**config.mk**
```make
export PLATFORM = sky130hd
export DESIGN_NAME = abd_mul
export DESIGN_NICKNAME = d
export VERILOG_FILES = /design/src/hw/rtl/abd_mul.sv
export SDC_FILE = /design/constraint.sdc
export NUM_CORES = 2
export LEC_CHECK = 0
export ABC_AREA = 1
export BUFFER_PORTS_ARGS = -buffer_cell sky130_fd_sc_hd__buf_2
export CAP_MARGIN = 20
export CORE_MARGIN = 2
export CORE_UTILIZATION = 44
export CTS_BUF_LIST = sky130_fd_sc_hd__clkbuf_16
export DETAILED_ROUTE_END_ITERATION = 12
export GPL_TIMING_DRIVEN = 0
export SYNTH_ARGS = -nofsm -noshare
export SYNTH_HDL_FRONTEND = slang
export SYNTH_SLANG_ARGS = --single-unit
```
**constraint.sdc**
```tcl
create_clock -name clock -period 8.9 [get_ports clock]
set_input_delay 1.78 -clock clock [delete_from_list [all_inputs] [get_ports clock]]
set_output_delay 1.78 -clock clock [all_outputs]
set_load 0.005 [all_outputs]
```
**src/hw/rtl/abd_mul.sv**
```systemverilog
// Shared signed 33x33 multiplier with registered product.
// Depends on nothing.
`default_nettype none

module abd_mul (
   input  wire logic               clock,
   input  wire logic signed [32:0] mul_a,
   input  wire logic signed [32:0] mul_b,
   output logic signed [65:0]      prod_ff
);

   logic signed [65:0] prod_in;

   assign prod_in = mul_a * mul_b;

   always_ff @(posedge clock) begin
      prod_ff <= prod_in;
   end

endmodule

`default_nettype wire

```
; Yosys cells after proc, flatten, opt, wreduce, memory -nomap -nowiden
; Index checks and enable logic that the tools add are counted.
[word_totals]
ff_bits = 66
input_bits = 67
[op_classes]
n_mul = 1
[ops]
columns = cell, count
row1 = $mul 33x33->66, 1

; Longest topological paths before layout
[logic_depth]
ltp_word = 1
ltp_mapped = 34
mapped_depth_nobuf = 32

; Least setup slack after synthesis
; Ideal clock, no wire load.
[synth_path]
kind = input -> register
startpoint = input port mul_a[32]
endpoint = register prod_ff[60]
t_arrival_ns = 8.423
t_required_ns = 8.787
path_slack_ns = 0.364
stages = 23
path_buffers = 2
path_cell_list = clkbuf_1 clkbuf_1 nand2_1 inv_1 fa_1 fa_1 fa_1 fa_1 inv_1 fa_1 fa_1 fa_1 fa_1 inv_1 ha_1 nand2_1 nor2_1 inv_1 nor3_1 nand2_1 and2_0 nand4_1 nand2_1
[synth_via]
elab_chain_len = 1
[synth_lines]
columns = item, line
row1 = from (decl), 7  ; input wire logic signed [32:0] mul_a,
row2 = $mul 33x33->66, 14  ; assign prod_in = mul_a * mul_b;
row3 = net prod_in[60], 12  ; logic signed [65:0] prod_in;
row4 = to (signal assigned), 17  ; prod_ff <= prod_in;
row5 = to (decl), 9  ; output logic signed [65:0] prod_ff
; The timed path passes the listed nets, and every way through them passes these cells.

; Final worst setup path
[layout_path]
startpoint = input port mul_b[8]
endpoint = register prod_ff[64]
[layout_via]
elab_chain_len = 1
[layout_lines]
columns = item, line
row1 = from (decl), 8  ; input wire logic signed [32:0] mul_b,
row2 = $mul 33x33->66, 14
row3 = net prod_in[64], 12
; The timed path passes the listed nets, and every way through them passes these cells.

==> out/qor.yml <==
status:
  status: "completed"
yosys:
  postSynth.asyncResetShare_pct: 0
  synth_edf_count: 0
  synthFlopType: "dfxtp_1"
  ys_warn_count: 0
  ys_ff_latch: 66
  syn_area_um2: 43200
  ys_types: 32
  seq_area_frac_synth_pct: 3.06
  avgSynthCellArea_um2: 7.78
  syn_nets: 6978
  syn_inst: 5549
clock_network:
  cts.sinks: 66
  clockBufferDepth: 2
  htree_levels: 3
  cts_buffers: 9
  cts_root_buf: "clkbuf_16"
  cts_tree: "yes"
  clk_pin_slew_worst_paths_ns: 0.05
drt:
  routed_wl_mm: 170
  first_pass_iters: 6
  drc: 0
  drt-initial-drc-count: 3442
  antenna_left: 0
  vias_per_cell: 5.20
  vias: 36016
  routedWlPerCell_um: 24.6
placement:
  portBuffers: 67
  pre_cts_slack_ns: -1.46
  place_hpwl_mm: 146
  place.gp.congestion: 1.03
global_route:
  antenna_found_initial: 12
  grt_use_met3_pct: 7.37
  met1_usage_pct: 44.6
  groute.usage.overall_pct: 35.1
  gr-usage-met2_pct: 54.4
  grt_pass1_wl_mm: 248
  first_global_vias: 37650
  grt_max_degree: 28
  grt_overflow: 0
  top_usage_layer: "met2"
timing:
  rsz0062_at_grt: "true"
  layout_min_cycle_time_ns: 8.83
  max-slew-margin-rel_pct: 17.6
  worst_slack_ns: 0.0659
  fin_tns_setup_ns: 0
  worst_pin_slew_ns: 1.24
  hold_viol_final: 0
  maxSlewViolCount: 0
  period_share_pct: 99.3
  max_freq_mhz: 113
  setup_viol: 0
layout:
  fillCellCount: 10103
  largestRegisters: "prod_ff: 66 flops"
  utilization_pct: 47.7
  largest_reg_flops: 66
  seq_area_um2: 1320
  drive_above_1_share_pct: 7.41
  syn_to_final_growth_pct: 7.12
  nets: 7077
  multi_input_area_um2: 33900
  regMostFlops: "prod_ff"
die:
  dieArea_um2: 101000
  core_area_um2: 97000
  die_x_um: 317
  start_util_pct: 44.5
  die_h_um: 317
  rows: 114
  boundaryPins: 133
worst_setup_path:
  crit_top_cell: "fa_1"
  crit_buf_inv: 9
  worstPathRequired_ns: 9.11
  start_kind: "input pin"
  crit_family: "adder cells"
  cp-end-kind: "flop"
  crit_fanout: 6
  slowest_delay_ns: 0.70
  cp.arrival_ns: 9.05
  cp_slowest_cell: "fa_2"
  worst-setup-path-type: "in -> reg"
min_path:
  whs_path_depth: 3
  min_from: "mul_a[0]"
  hold_end: "prod_ff[0]"
  hold_class: "in -> reg"
run:
  max_cap_violations: 0
==> cell type report <==
type / count / share of cell area [%]
clock buffer: 9 / 0.487
multi-input combinational: 3318 / 73.3
antenna: 2 / 0.0108
timing repair buffer: 88 / 1.42
inverter: 1902 / 15.5
clock inverter: 7 / 0.133
sequential: 66 / 2.86
tap: 1276 / 3.45
buffer: 263 / 2.93
==> layout by cell type, fill, tap and decap left out, drive strengths merged, types with 5 or more instances in the layout <==
cell and count:
xor2 35, nor4 5, buf 111, o21bai 12, dfxtp 66, o21ai 24, nand4 19, inv 1901
nand2 1538, nand3 78, fa 1145, or2 6, a21oi 64, ha 217, clkbuf 249, nor2 151
nor3 8
==> cell usage after synthesis (12+ instances only) <==
master,instances,area (µm²)
nand3_1,70,350
nor2_1,125,469
a21oi_1,61,305
xor2_1,35,307
ha_1,217,2720
dfxtp_1,66,1320
clkbuf_1,261,980
nand2_1,1523,5720
o21bai_1,12,90.1
fa_1,1145,22900
o21ai_0,18,90.1
inv_1,1896,7120
nand2_2,15,93.8
nand4_1,19,119
nor2_2,22,138
==> per-stage QoR <==
step | hold slack (ns) | std cells | area (µm²)
after floorplan | 2.04 | 5549 | 43200
after global placement | 2.16 | 6892 | 45100
after detailed placement | 2.16 | 6906 | 45400
after CTS | 1.93 | 6926 | 46000
after global routing | 1.92 | 6930 | 46200
final | 1.93 | 6931 | 46200
==> cell families (layout without fill, tap and decap cells) <==
family / after synthesis / count (layout) / share of synthesized area (%)
xor+xnor: 39 / 39 / 0.791
buf+inv: 2165 / 2269 / 18.8
compound gates: 105 / 105 / 1.34
flops: 66 / 66 / 3.06
simple gates: 1812 / 1812 / 16.6
other cells: 0 / 2 / 0
fa+ha+maj: 1362 / 1362 / 59.4
==> metal layers <==
| metal | share of wire (%) | routed length (µm) |
|---|---|---|
| met1 | 37 | 62900 |
| met2 | 44 | 74500 |
| met3 | 11 | 18500 |
| met4 | 8.6 | 14600 |
| met5 | 0.034 | 58 |
==> tightest hold or removal path, stage by stage <==
cell and delay, ns:
clkbuf_1 0.25, nand2_1 0.15, inv_1 0.04
==> how the worst max path moves through the flow <==
| stage | from | cells past startpoint | slack [ns] | endpoint |
|---|---|---|---|---|
| 2_1_floorplan | mul_a[32] | 23 | 0.36 | prod_ff[60] |
| 3_3_place_gp | mul_a[32] | 22 | -1.95 | prod_ff[64] |
| 3_5_place_dp | mul_b[11] | 22 | -1.46 | prod_ff[57] |
| 4_1_cts | mul_b[7] | 24 | 0.001 | prod_ff[58] |
| 5_1_grt | mul_b[8] | 29 | -0.08 | prod_ff[60] |
| 6_report | mul_b[8] | 26 | 0.07 | prod_ff[64] |
==> what timing repair did <==
item | in CTS | in global routing
pin swaps | 1 | 2
resized for setup | 189 | 222
gates cloned | 0 | 0
setup buffers | 4 | 3
endpoints found under the setup margin | 46 | 42
hold buffers | 0 | 0
Power is left out: the tool's default activity adds up to more than one toggle a clock period on the data nets, which glitch-free logic cannot reach.
