==> src/hw/rtl/abd_pkg.sv <==
// Anchor box decode package: request/response payload types, CSR and channel
// codes, sigmoid table. No dependencies.
`default_nettype none

package abd_pkg;

   localparam int CSR_IDX_W = 3;

   localparam logic [CSR_IDX_W-1:0] CSR_THRESHOLD = 3'd0;
   localparam logic [CSR_IDX_W-1:0] CSR_AFF_XX    = 3'd1;
   localparam logic [CSR_IDX_W-1:0] CSR_AFF_XY    = 3'd2;
   localparam logic [CSR_IDX_W-1:0] CSR_AFF_XOFF  = 3'd3;
   localparam logic [CSR_IDX_W-1:0] CSR_AFF_YX    = 3'd4;
   localparam logic [CSR_IDX_W-1:0] CSR_AFF_YY    = 3'd5;
   localparam logic [CSR_IDX_W-1:0] CSR_AFF_YOFF  = 3'd6;

   localparam logic [6:0] CH_X   = 7'd0;
   localparam logic [6:0] CH_Y   = 7'd1;
   localparam logic [6:0] CH_W   = 7'd2;
   localparam logic [6:0] CH_H   = 7'd3;
   localparam logic [6:0] CH_OBJ = 7'd4;
   localparam logic [6:0] CH_CLS = 7'd5;

   typedef struct packed {
      logic signed [15:0] logit;
      logic               last_channel;
      logic [7:0]         cell_x;
      logic [7:0]         cell_y;
      logic [6:0]         grid_stride;
      logic [9:0]         anchor_width;
      logic [9:0]         anchor_height;
   } req_type;

   typedef struct packed {
      logic signed [31:0] box_left;
      logic signed [31:0] box_top;
      logic signed [31:0] box_right;
      logic signed [31:0] box_bottom;
      logic [15:0]        box_confidence;
      logic [6:0]         class_label;
   } rsp_type;

   // table lookup result handed to the sequencer
   typedef struct packed {
      logic        neg;
      logic [15:0] base;
      logic [11:0] diff;
      logic [7:0]  frac;
   } sig_type;

   // round(65536 * sigmoid(k/4)), k = 0..32
   function automatic logic [15:0] sig_tab(input logic [5:0] k);
      logic [15:0] v;
      unique case (k)
         6'd0:  v = 16'd32768;
         6'd1:  v = 16'd36843;
         6'd2:  v = 16'd40793;
         6'd3:  v = 16'd44511;
         6'd4:  v = 16'd47911;
         6'd5:  v = 16'd50941;
         6'd6:  v = 16'd53581;
         6'd7:  v = 16'd55834;
         6'd8:  v = 16'd57724;
         6'd9:  v = 16'd59287;
         6'd10: v = 16'd60565;
         6'd11: v = 16'd61598;
         6'd12: v = 16'd62428;
         6'd13: v = 16'd63090;
         6'd14: v = 16'd63615;
         6'd15: v = 16'd64030;
         6'd16: v = 16'd64357;
         6'd17: v = 16'd64614;
         6'd18: v = 16'd64816;
         6'd19: v = 16'd64974;
         6'd20: v = 16'd65097;
         6'd21: v = 16'd65194;
         6'd22: v = 16'd65269;
         6'd23: v = 16'd65328;
         6'd24: v = 16'd65374;
         6'd25: v = 16'd65410;
         6'd26: v = 16'd65438;
         6'd27: v = 16'd65459;
         6'd28: v = 16'd65476;
         6'd29: v = 16'd65489;
         6'd30: v = 16'd65500;
         6'd31: v = 16'd65508;
         default: v = 16'd65514;
      endcase
      return v;
   endfunction

endpackage

`default_nettype wire

==> src/hw/rtl/abd_sig_lut.sv <==
// Sigmoid table front end: magnitude clamp, segment lookup and slope.
// Depends on abd_pkg.
`default_nettype none

module abd_sig_lut (
   input  wire logic signed [15:0] logit,
   output abd_pkg::sig_type        lut
);

   logic [15:0] mag;
   logic        sat;
   logic [5:0]  idx;
   logic [15:0] lo;
   logic [15:0] hi;

   always_comb begin
      mag = logit[15] ? 16'(-logit) : logit;
      sat = |mag[15:13];
      idx = {1'b0, mag[12:8]};
      lo  = abd_pkg::sig_tab(idx);
      hi  = abd_pkg::sig_tab(6'(idx + 6'd1));
      lut.neg  = logit[15];
      lut.base = sat ? abd_pkg::sig_tab(6'd32) : lo;
      lut.diff = sat ? 12'd0 : 12'(hi - lo);
      lut.frac = sat ? 8'd0 : mag[7:0];
   end

endmodule

`default_nettype wire

==> config.mk <==
export PLATFORM = sky130hd
export DESIGN_NAME = abd_sig_lut
export DESIGN_NICKNAME = d
export VERILOG_FILES = /design/src/hw/rtl/abd_pkg.sv /design/src/hw/rtl/abd_sig_lut.sv
export SDC_FILE = /design/constraint.sdc
export NUM_CORES = 1
export LEC_CHECK = 0
export BUFFER_PORTS_ARGS = -buffer_cell sky130_fd_sc_hd__buf_4
export CAP_MARGIN = 20
export CELL_PAD_IN_SITES_DETAIL_PLACEMENT = 1
export CELL_PAD_IN_SITES_GLOBAL_PLACEMENT = 1
export CORE_ASPECT_RATIO = 0.75
export CORE_MARGIN = 2
export CORE_UTILIZATION = 36
export DETAILED_ROUTE_END_ITERATION = 10
export MAX_ROUTING_LAYER = met4
export PLACE_DENSITY = 0.79
export SLEW_MARGIN = 20
export SYNTH_ARGS = -nofsm -noshare
export SYNTH_HDL_FRONTEND = slang
export SYNTH_SLANG_ARGS = --single-unit
export TNS_END_PERCENT = 10
==> constraint.sdc <==
create_clock -name vclk -period 6.2
set_clock_uncertainty 0.2 [all_clocks]
set_input_delay 0.62 -clock vclk [all_inputs]
set_output_delay 0.62 -clock vclk [all_outputs]
set_load 0.01 [all_outputs]
### After elaboration in Yosys (flattened, before gate mapping)

Memories as Yosys holds them, arrays and structs flattened.
Index checks and enable logic that the tools add are counted.

| word-level totals | value |
|---|---|
| register bits | 0 |
| bits in read-only memories | 960 |
| input port bits | 16 |
| output and inout bits | 37 |
| logic and storage cells | 11 |
| memories kept | 2 |

Memory list:

| memory | depth | bits a word | read ports | clocked after Yosys merged registers in | wr ports | line | RTL |
|---|---|---|---|---|---|---|---|
| (name not given) | 32 | 15 | 1 | 0 | 0 | abd_pkg.sv:54 | `unique case (k)` |
| (name not given) | 32 | 15 | 1 | 0 | 0 | abd_pkg.sv:54 |  |

| operators by class | value |
|---|---|
| $add $sub $neg | 3 |
| multiplexer cells | 5 |
| reductions and logical operators | 1 |

Operators by type and width:

| operator | number |
|---|---|
| 16-bit 2-to-1 mux | 2 |
| 12-bit 2-to-1 mux | 2 |
| 16-bit negator | 1 |
| 12-bit subtractor | 1 |
| 8-bit 2-to-1 mux | 1 |
| 5-bit by 1-bit adder with 6-bit output, second input constant | 1 |
| 3-bit OR reduction | 1 |

### Longest topological paths before layout

An unclocked memory read counts as a cell.

| logic depth | value |
|---|---|
| depth after elaboration | 7 |
| mapped depth | 26 |
| mapped depth without buffers | 23 |

### Worst setup path after synthesis

No wires, ideal clock.

| timing | value |
|---|---|
| path type | input port to output port |
| start | input logit[1] |
| end | output lut[19] in the netlist's numbering |
| data arrival time | 6010 ps |
| data required time | 5380 ps |
| setup slack | -630 ps |
| cell stages on the path | 25 |
| path buffers | 5 |
| cells stage by stage | or3_1 -> buf_2 -> o31ai_1 -> xnor2_1 -> clkbuf_1 -> buf_1 -> ha_1 -> inv_1 -> ha_1 -> clkbuf_1 -> clkbuf_1 -> o21ai_0 -> a221oi_1 -> a21oi_1 -> nand2_1 -> ha_1 -> nor2b_1 -> o21a_1 -> o21ai_0 -> a211oi_1 -> a2111o_1 -> a21o_1 -> a21oi_1 -> xnor3_1 -> nor2_1 |

RTL lines:

| what | line | RTL |
|---|---|---|
| start, declared | abd_sig_lut.sv:6 | `input wire logic signed [15:0] logit,` |
| end, declared | abd_sig_lut.sv:7 | `output abd_pkg::sig_type lut` |

==> summary.md <==
| Metric | Value |
|---|---|
| Status | finished clean |
| Mean Syn Cell Area | a little over 6 µm² |
| Seq/Total Area, Yosys | 0% |
| Share of layout cells above drive strength 1 | between 30% and 40% |
| Pre-CTS worst setup slack | -85.75 ps |
| Reg area | 0 µm² |
| Final critical-path required period | 6042 ps |
| Total I/O pin count | 53 |
| Peak VDD IR | approximately 0.00015 V |
| First-pass GRT wire length | roughly 17000 µm |
| Worst setup margin | ~160 ps |
| Worst hold path startpoint | logit[15] |
| Combinational Power Share | between 90% and 100% |
| Seq Cell Count | 0 |
| Syn Inst Count | around 380 |
| HPWL after DPL | between 8000 and 9000 µm |
| Largest net degree at the start of global routing | 26 |
| Crit share post-route | 97.45% |
| Hold endpoint | lut[36] |
| Leakage Power | ~1.4 nW |
| Final Max Slew Viols | 0 |
| Worst hold-check path type | in2out |
| Vias in the first global route | roughly 3100 |
| Iteration-0 DRC Markers | approximately 260 |
| Fin Hold WS | roughly 1400 ps |
| Grt ovf | 0 |
| Die width | between 90 and 100 µm |
| Initial cell density of the core | 37.47% |
| Layout clock buffers | 0 |
| Critical path, cell by cell | buf_4 -> or4_4 -> o41ai_4 -> xor2_2 -> buf_6 -> buf_8 -> a211oi_1 -> a311oi_1 -> a31oi_2 -> ha_1 -> fa_1 -> nor2b_1 -> o21ai_0 -> a21oi_1 -> o21ai_1 -> a21oi_1 -> o21ai_2 -> a21oi_2 -> nor3_1 -> nor3b_1 -> buf_4 |
| Arrival @ worst endpoint | between 5000 and 6000 ps |
| WHS Path Cells | 2 |
| Vias per cell | ~6.2 |
| Final Power | roughly 0.00066 W |
| Core Area | ~6300 µm² |
| Critical path's slowest cell | or4_4 |
| Crit-path max FO | 25 |
| GP Congestion | a little under 1 |
| Area Growth Syn to Fin | 40.75% |
| Row count | 25 |
| Clk pwr share | 0% |
| Largest stage delay, worst path | 590 ps |
| Setup crit start kind | input port |
| Drt pass-1 iters | 5 |
| Final hold violations | 0 |
| Sequential share of power | 0% |
| Count of different cell masters after synthesis | 66 |
| CP required | about 5400 ps |
| Slew headroom | a little over a third |
| Max-cap violations | 0 |
| Vias | about 3400 |
| Synth Cell Area | 2367 µm² |
| Most common cell after layout, fill and taps aside | buf_4 |
| Peak Freq | roughly 170 MHz |
| Warnings from Yosys | 0 |
| Post-route ant nets | 0 |
| Pwr dens | between 150 and 200 nW/µm² |
| Wirelength per Cell | about 21 µm |
| Die H | 74.23 µm |
| Endpoints failing setup | 0 |
| Antenna violations before repair | 0 |
| CP Capture Type | primary output |
| Net Sw Power | about 0.00038 W |
| WL final | approximately 11000 µm |
| Slew @ Worst Pin | approximately 960 ps |
| I/O Buffers | 52 |
| Sw Ratio | 57.25% |
| Gr usage total | 30.04% |
| DRC | 0 |
| Die Footprint | roughly 7200 µm² |
| Syn_nets | between 400 and 500 |
| ANT cells | 0 |
| Final Net Count | about 500 |
| Critical path type | in2out |
| Most frequent cells in the layout | buf_4, nand2_1, nor2_1, a21oi_1, o21ai_0 |
| Internal | around 0.00028 W |
| Final core utilization | ~53% |
## cell usage after synthesis, drive strengths merged (3+ instances only)
cell type / count / share of area (%)
nand2b: 3 / 0.79
nand3: 14 / 3.0
xor2: 7 / 3.2
a31oi: 7 / 1.8
a21o: 3 / 0.95
and3: 3 / 0.79
buf: 11 / 2.3
xnor2: 7 / 3.2
clkbuf: 18 / 2.9
o21ai: 34 / 7.2
nand2: 51 / 8.1
o22ai: 4 / 1.1
a21oi: 35 / 7.9
nor2b: 4 / 1.1
or3: 5 / 1.5
nor3b: 3 / 0.95
o311ai: 3 / 1.1
a2111oi: 4 / 1.7
o31ai: 7 / 2.2
a211oi: 13 / 4.1
nor3: 13 / 2.7
and2: 4 / 1.1
o211ai: 8 / 2.5
nor2: 46 / 7.3
ha: 21 / 11
inv: 16 / 2.5
## cells by family (layout without fill, tap and decap cells)
| group | Yosys count | after routing | share of synthesized area (%) |
|---|---|---|---|
| xor gates and xnor gates | 15 | 15 | 7.399 |
| and+or+nand+nor | 153 | 153 | 30.02 |
| muxes | 2 | 2 | 0.8457 |
| AOI/OAI and AO/OA | 145 | 145 | 41.91 |
| other | 1 | 1 | 0.1584 |
| buffers and inverters | 45 | 123 | 7.716 |
| adders and majority gates | 22 | 22 | 11.94 |
## layer usage
metal  vias to the layer above  track usage [%]  part of all wire (%)
met3                        15            1.880                   7.1
li1                       1579                -                     -
met5                         -                -                     0
met1                      1644            44.90                    47
met4                         0            1.080                   1.2
met2                       148            47.05                    45
## power groups by stage
stage	Combinational (W)	Sequential, W	Clock [W]
after global placement	0.000566	0	0
final	0.000656	0	0
after global routing	0.000707	0	0
after floorplan	0.000375	0	0
after CTS	0.000587	0	0
after detailed placement	0.000580	0	0
## critical path: cells and delay by family
family	cells	cell delay, ps
xor+xnor	1	330
compound gates	10	1910
buf+inv	4	660
fa+ha+maj	2	630
simple gates	4	1060
## what timing repair did
item                       4_1_cts  5_1_grt
pin swaps                        0       12
hold buffers                     0        0
setup endpoints to repair        2        3
gates resized for setup          4       40
setup buffers                    0       12
## cell type report
class | count | area (µm²)
Fill cell | 868 | 2987
Inverter | 16 | 63.81
Multi-Input combinational cell | 338 | 2332
Tap cell | 81 | 101.3
Timing Repair Buffer | 107 | 834.6
## metrics by stage
| step | instances | area, µm² | TNS (ps) |
|---|---|---|---|
| after floorplan | 383 | 2386 | 0 |
| after global placement | 530 | 3073 | 0 |
| after detailed placement | 530 | 3073 | -112.4 |
| after CTS | 530 | 3094 | -7.642 |
| after global routing | 542 | 3332 | -92.18 |
| final | 542 | 3332 | 0 |
## worst max path at each step
| stage | startpoint | to | cells past startpoint |
|---|---|---|---|
| floorplan | logit[1] | lut[19] | 25 |
| global placement | logit[3] | lut[19] | 20 |
| detailed placement | logit[3] | lut[18] | 23 |
| CTS | logit[1] | lut[19] | 23 |
| global route | logit[8] | lut[18] | 21 |
| finish | logit[8] | lut[18] | 21 |
Note: power is estimated with default switching activity, not from simulation.
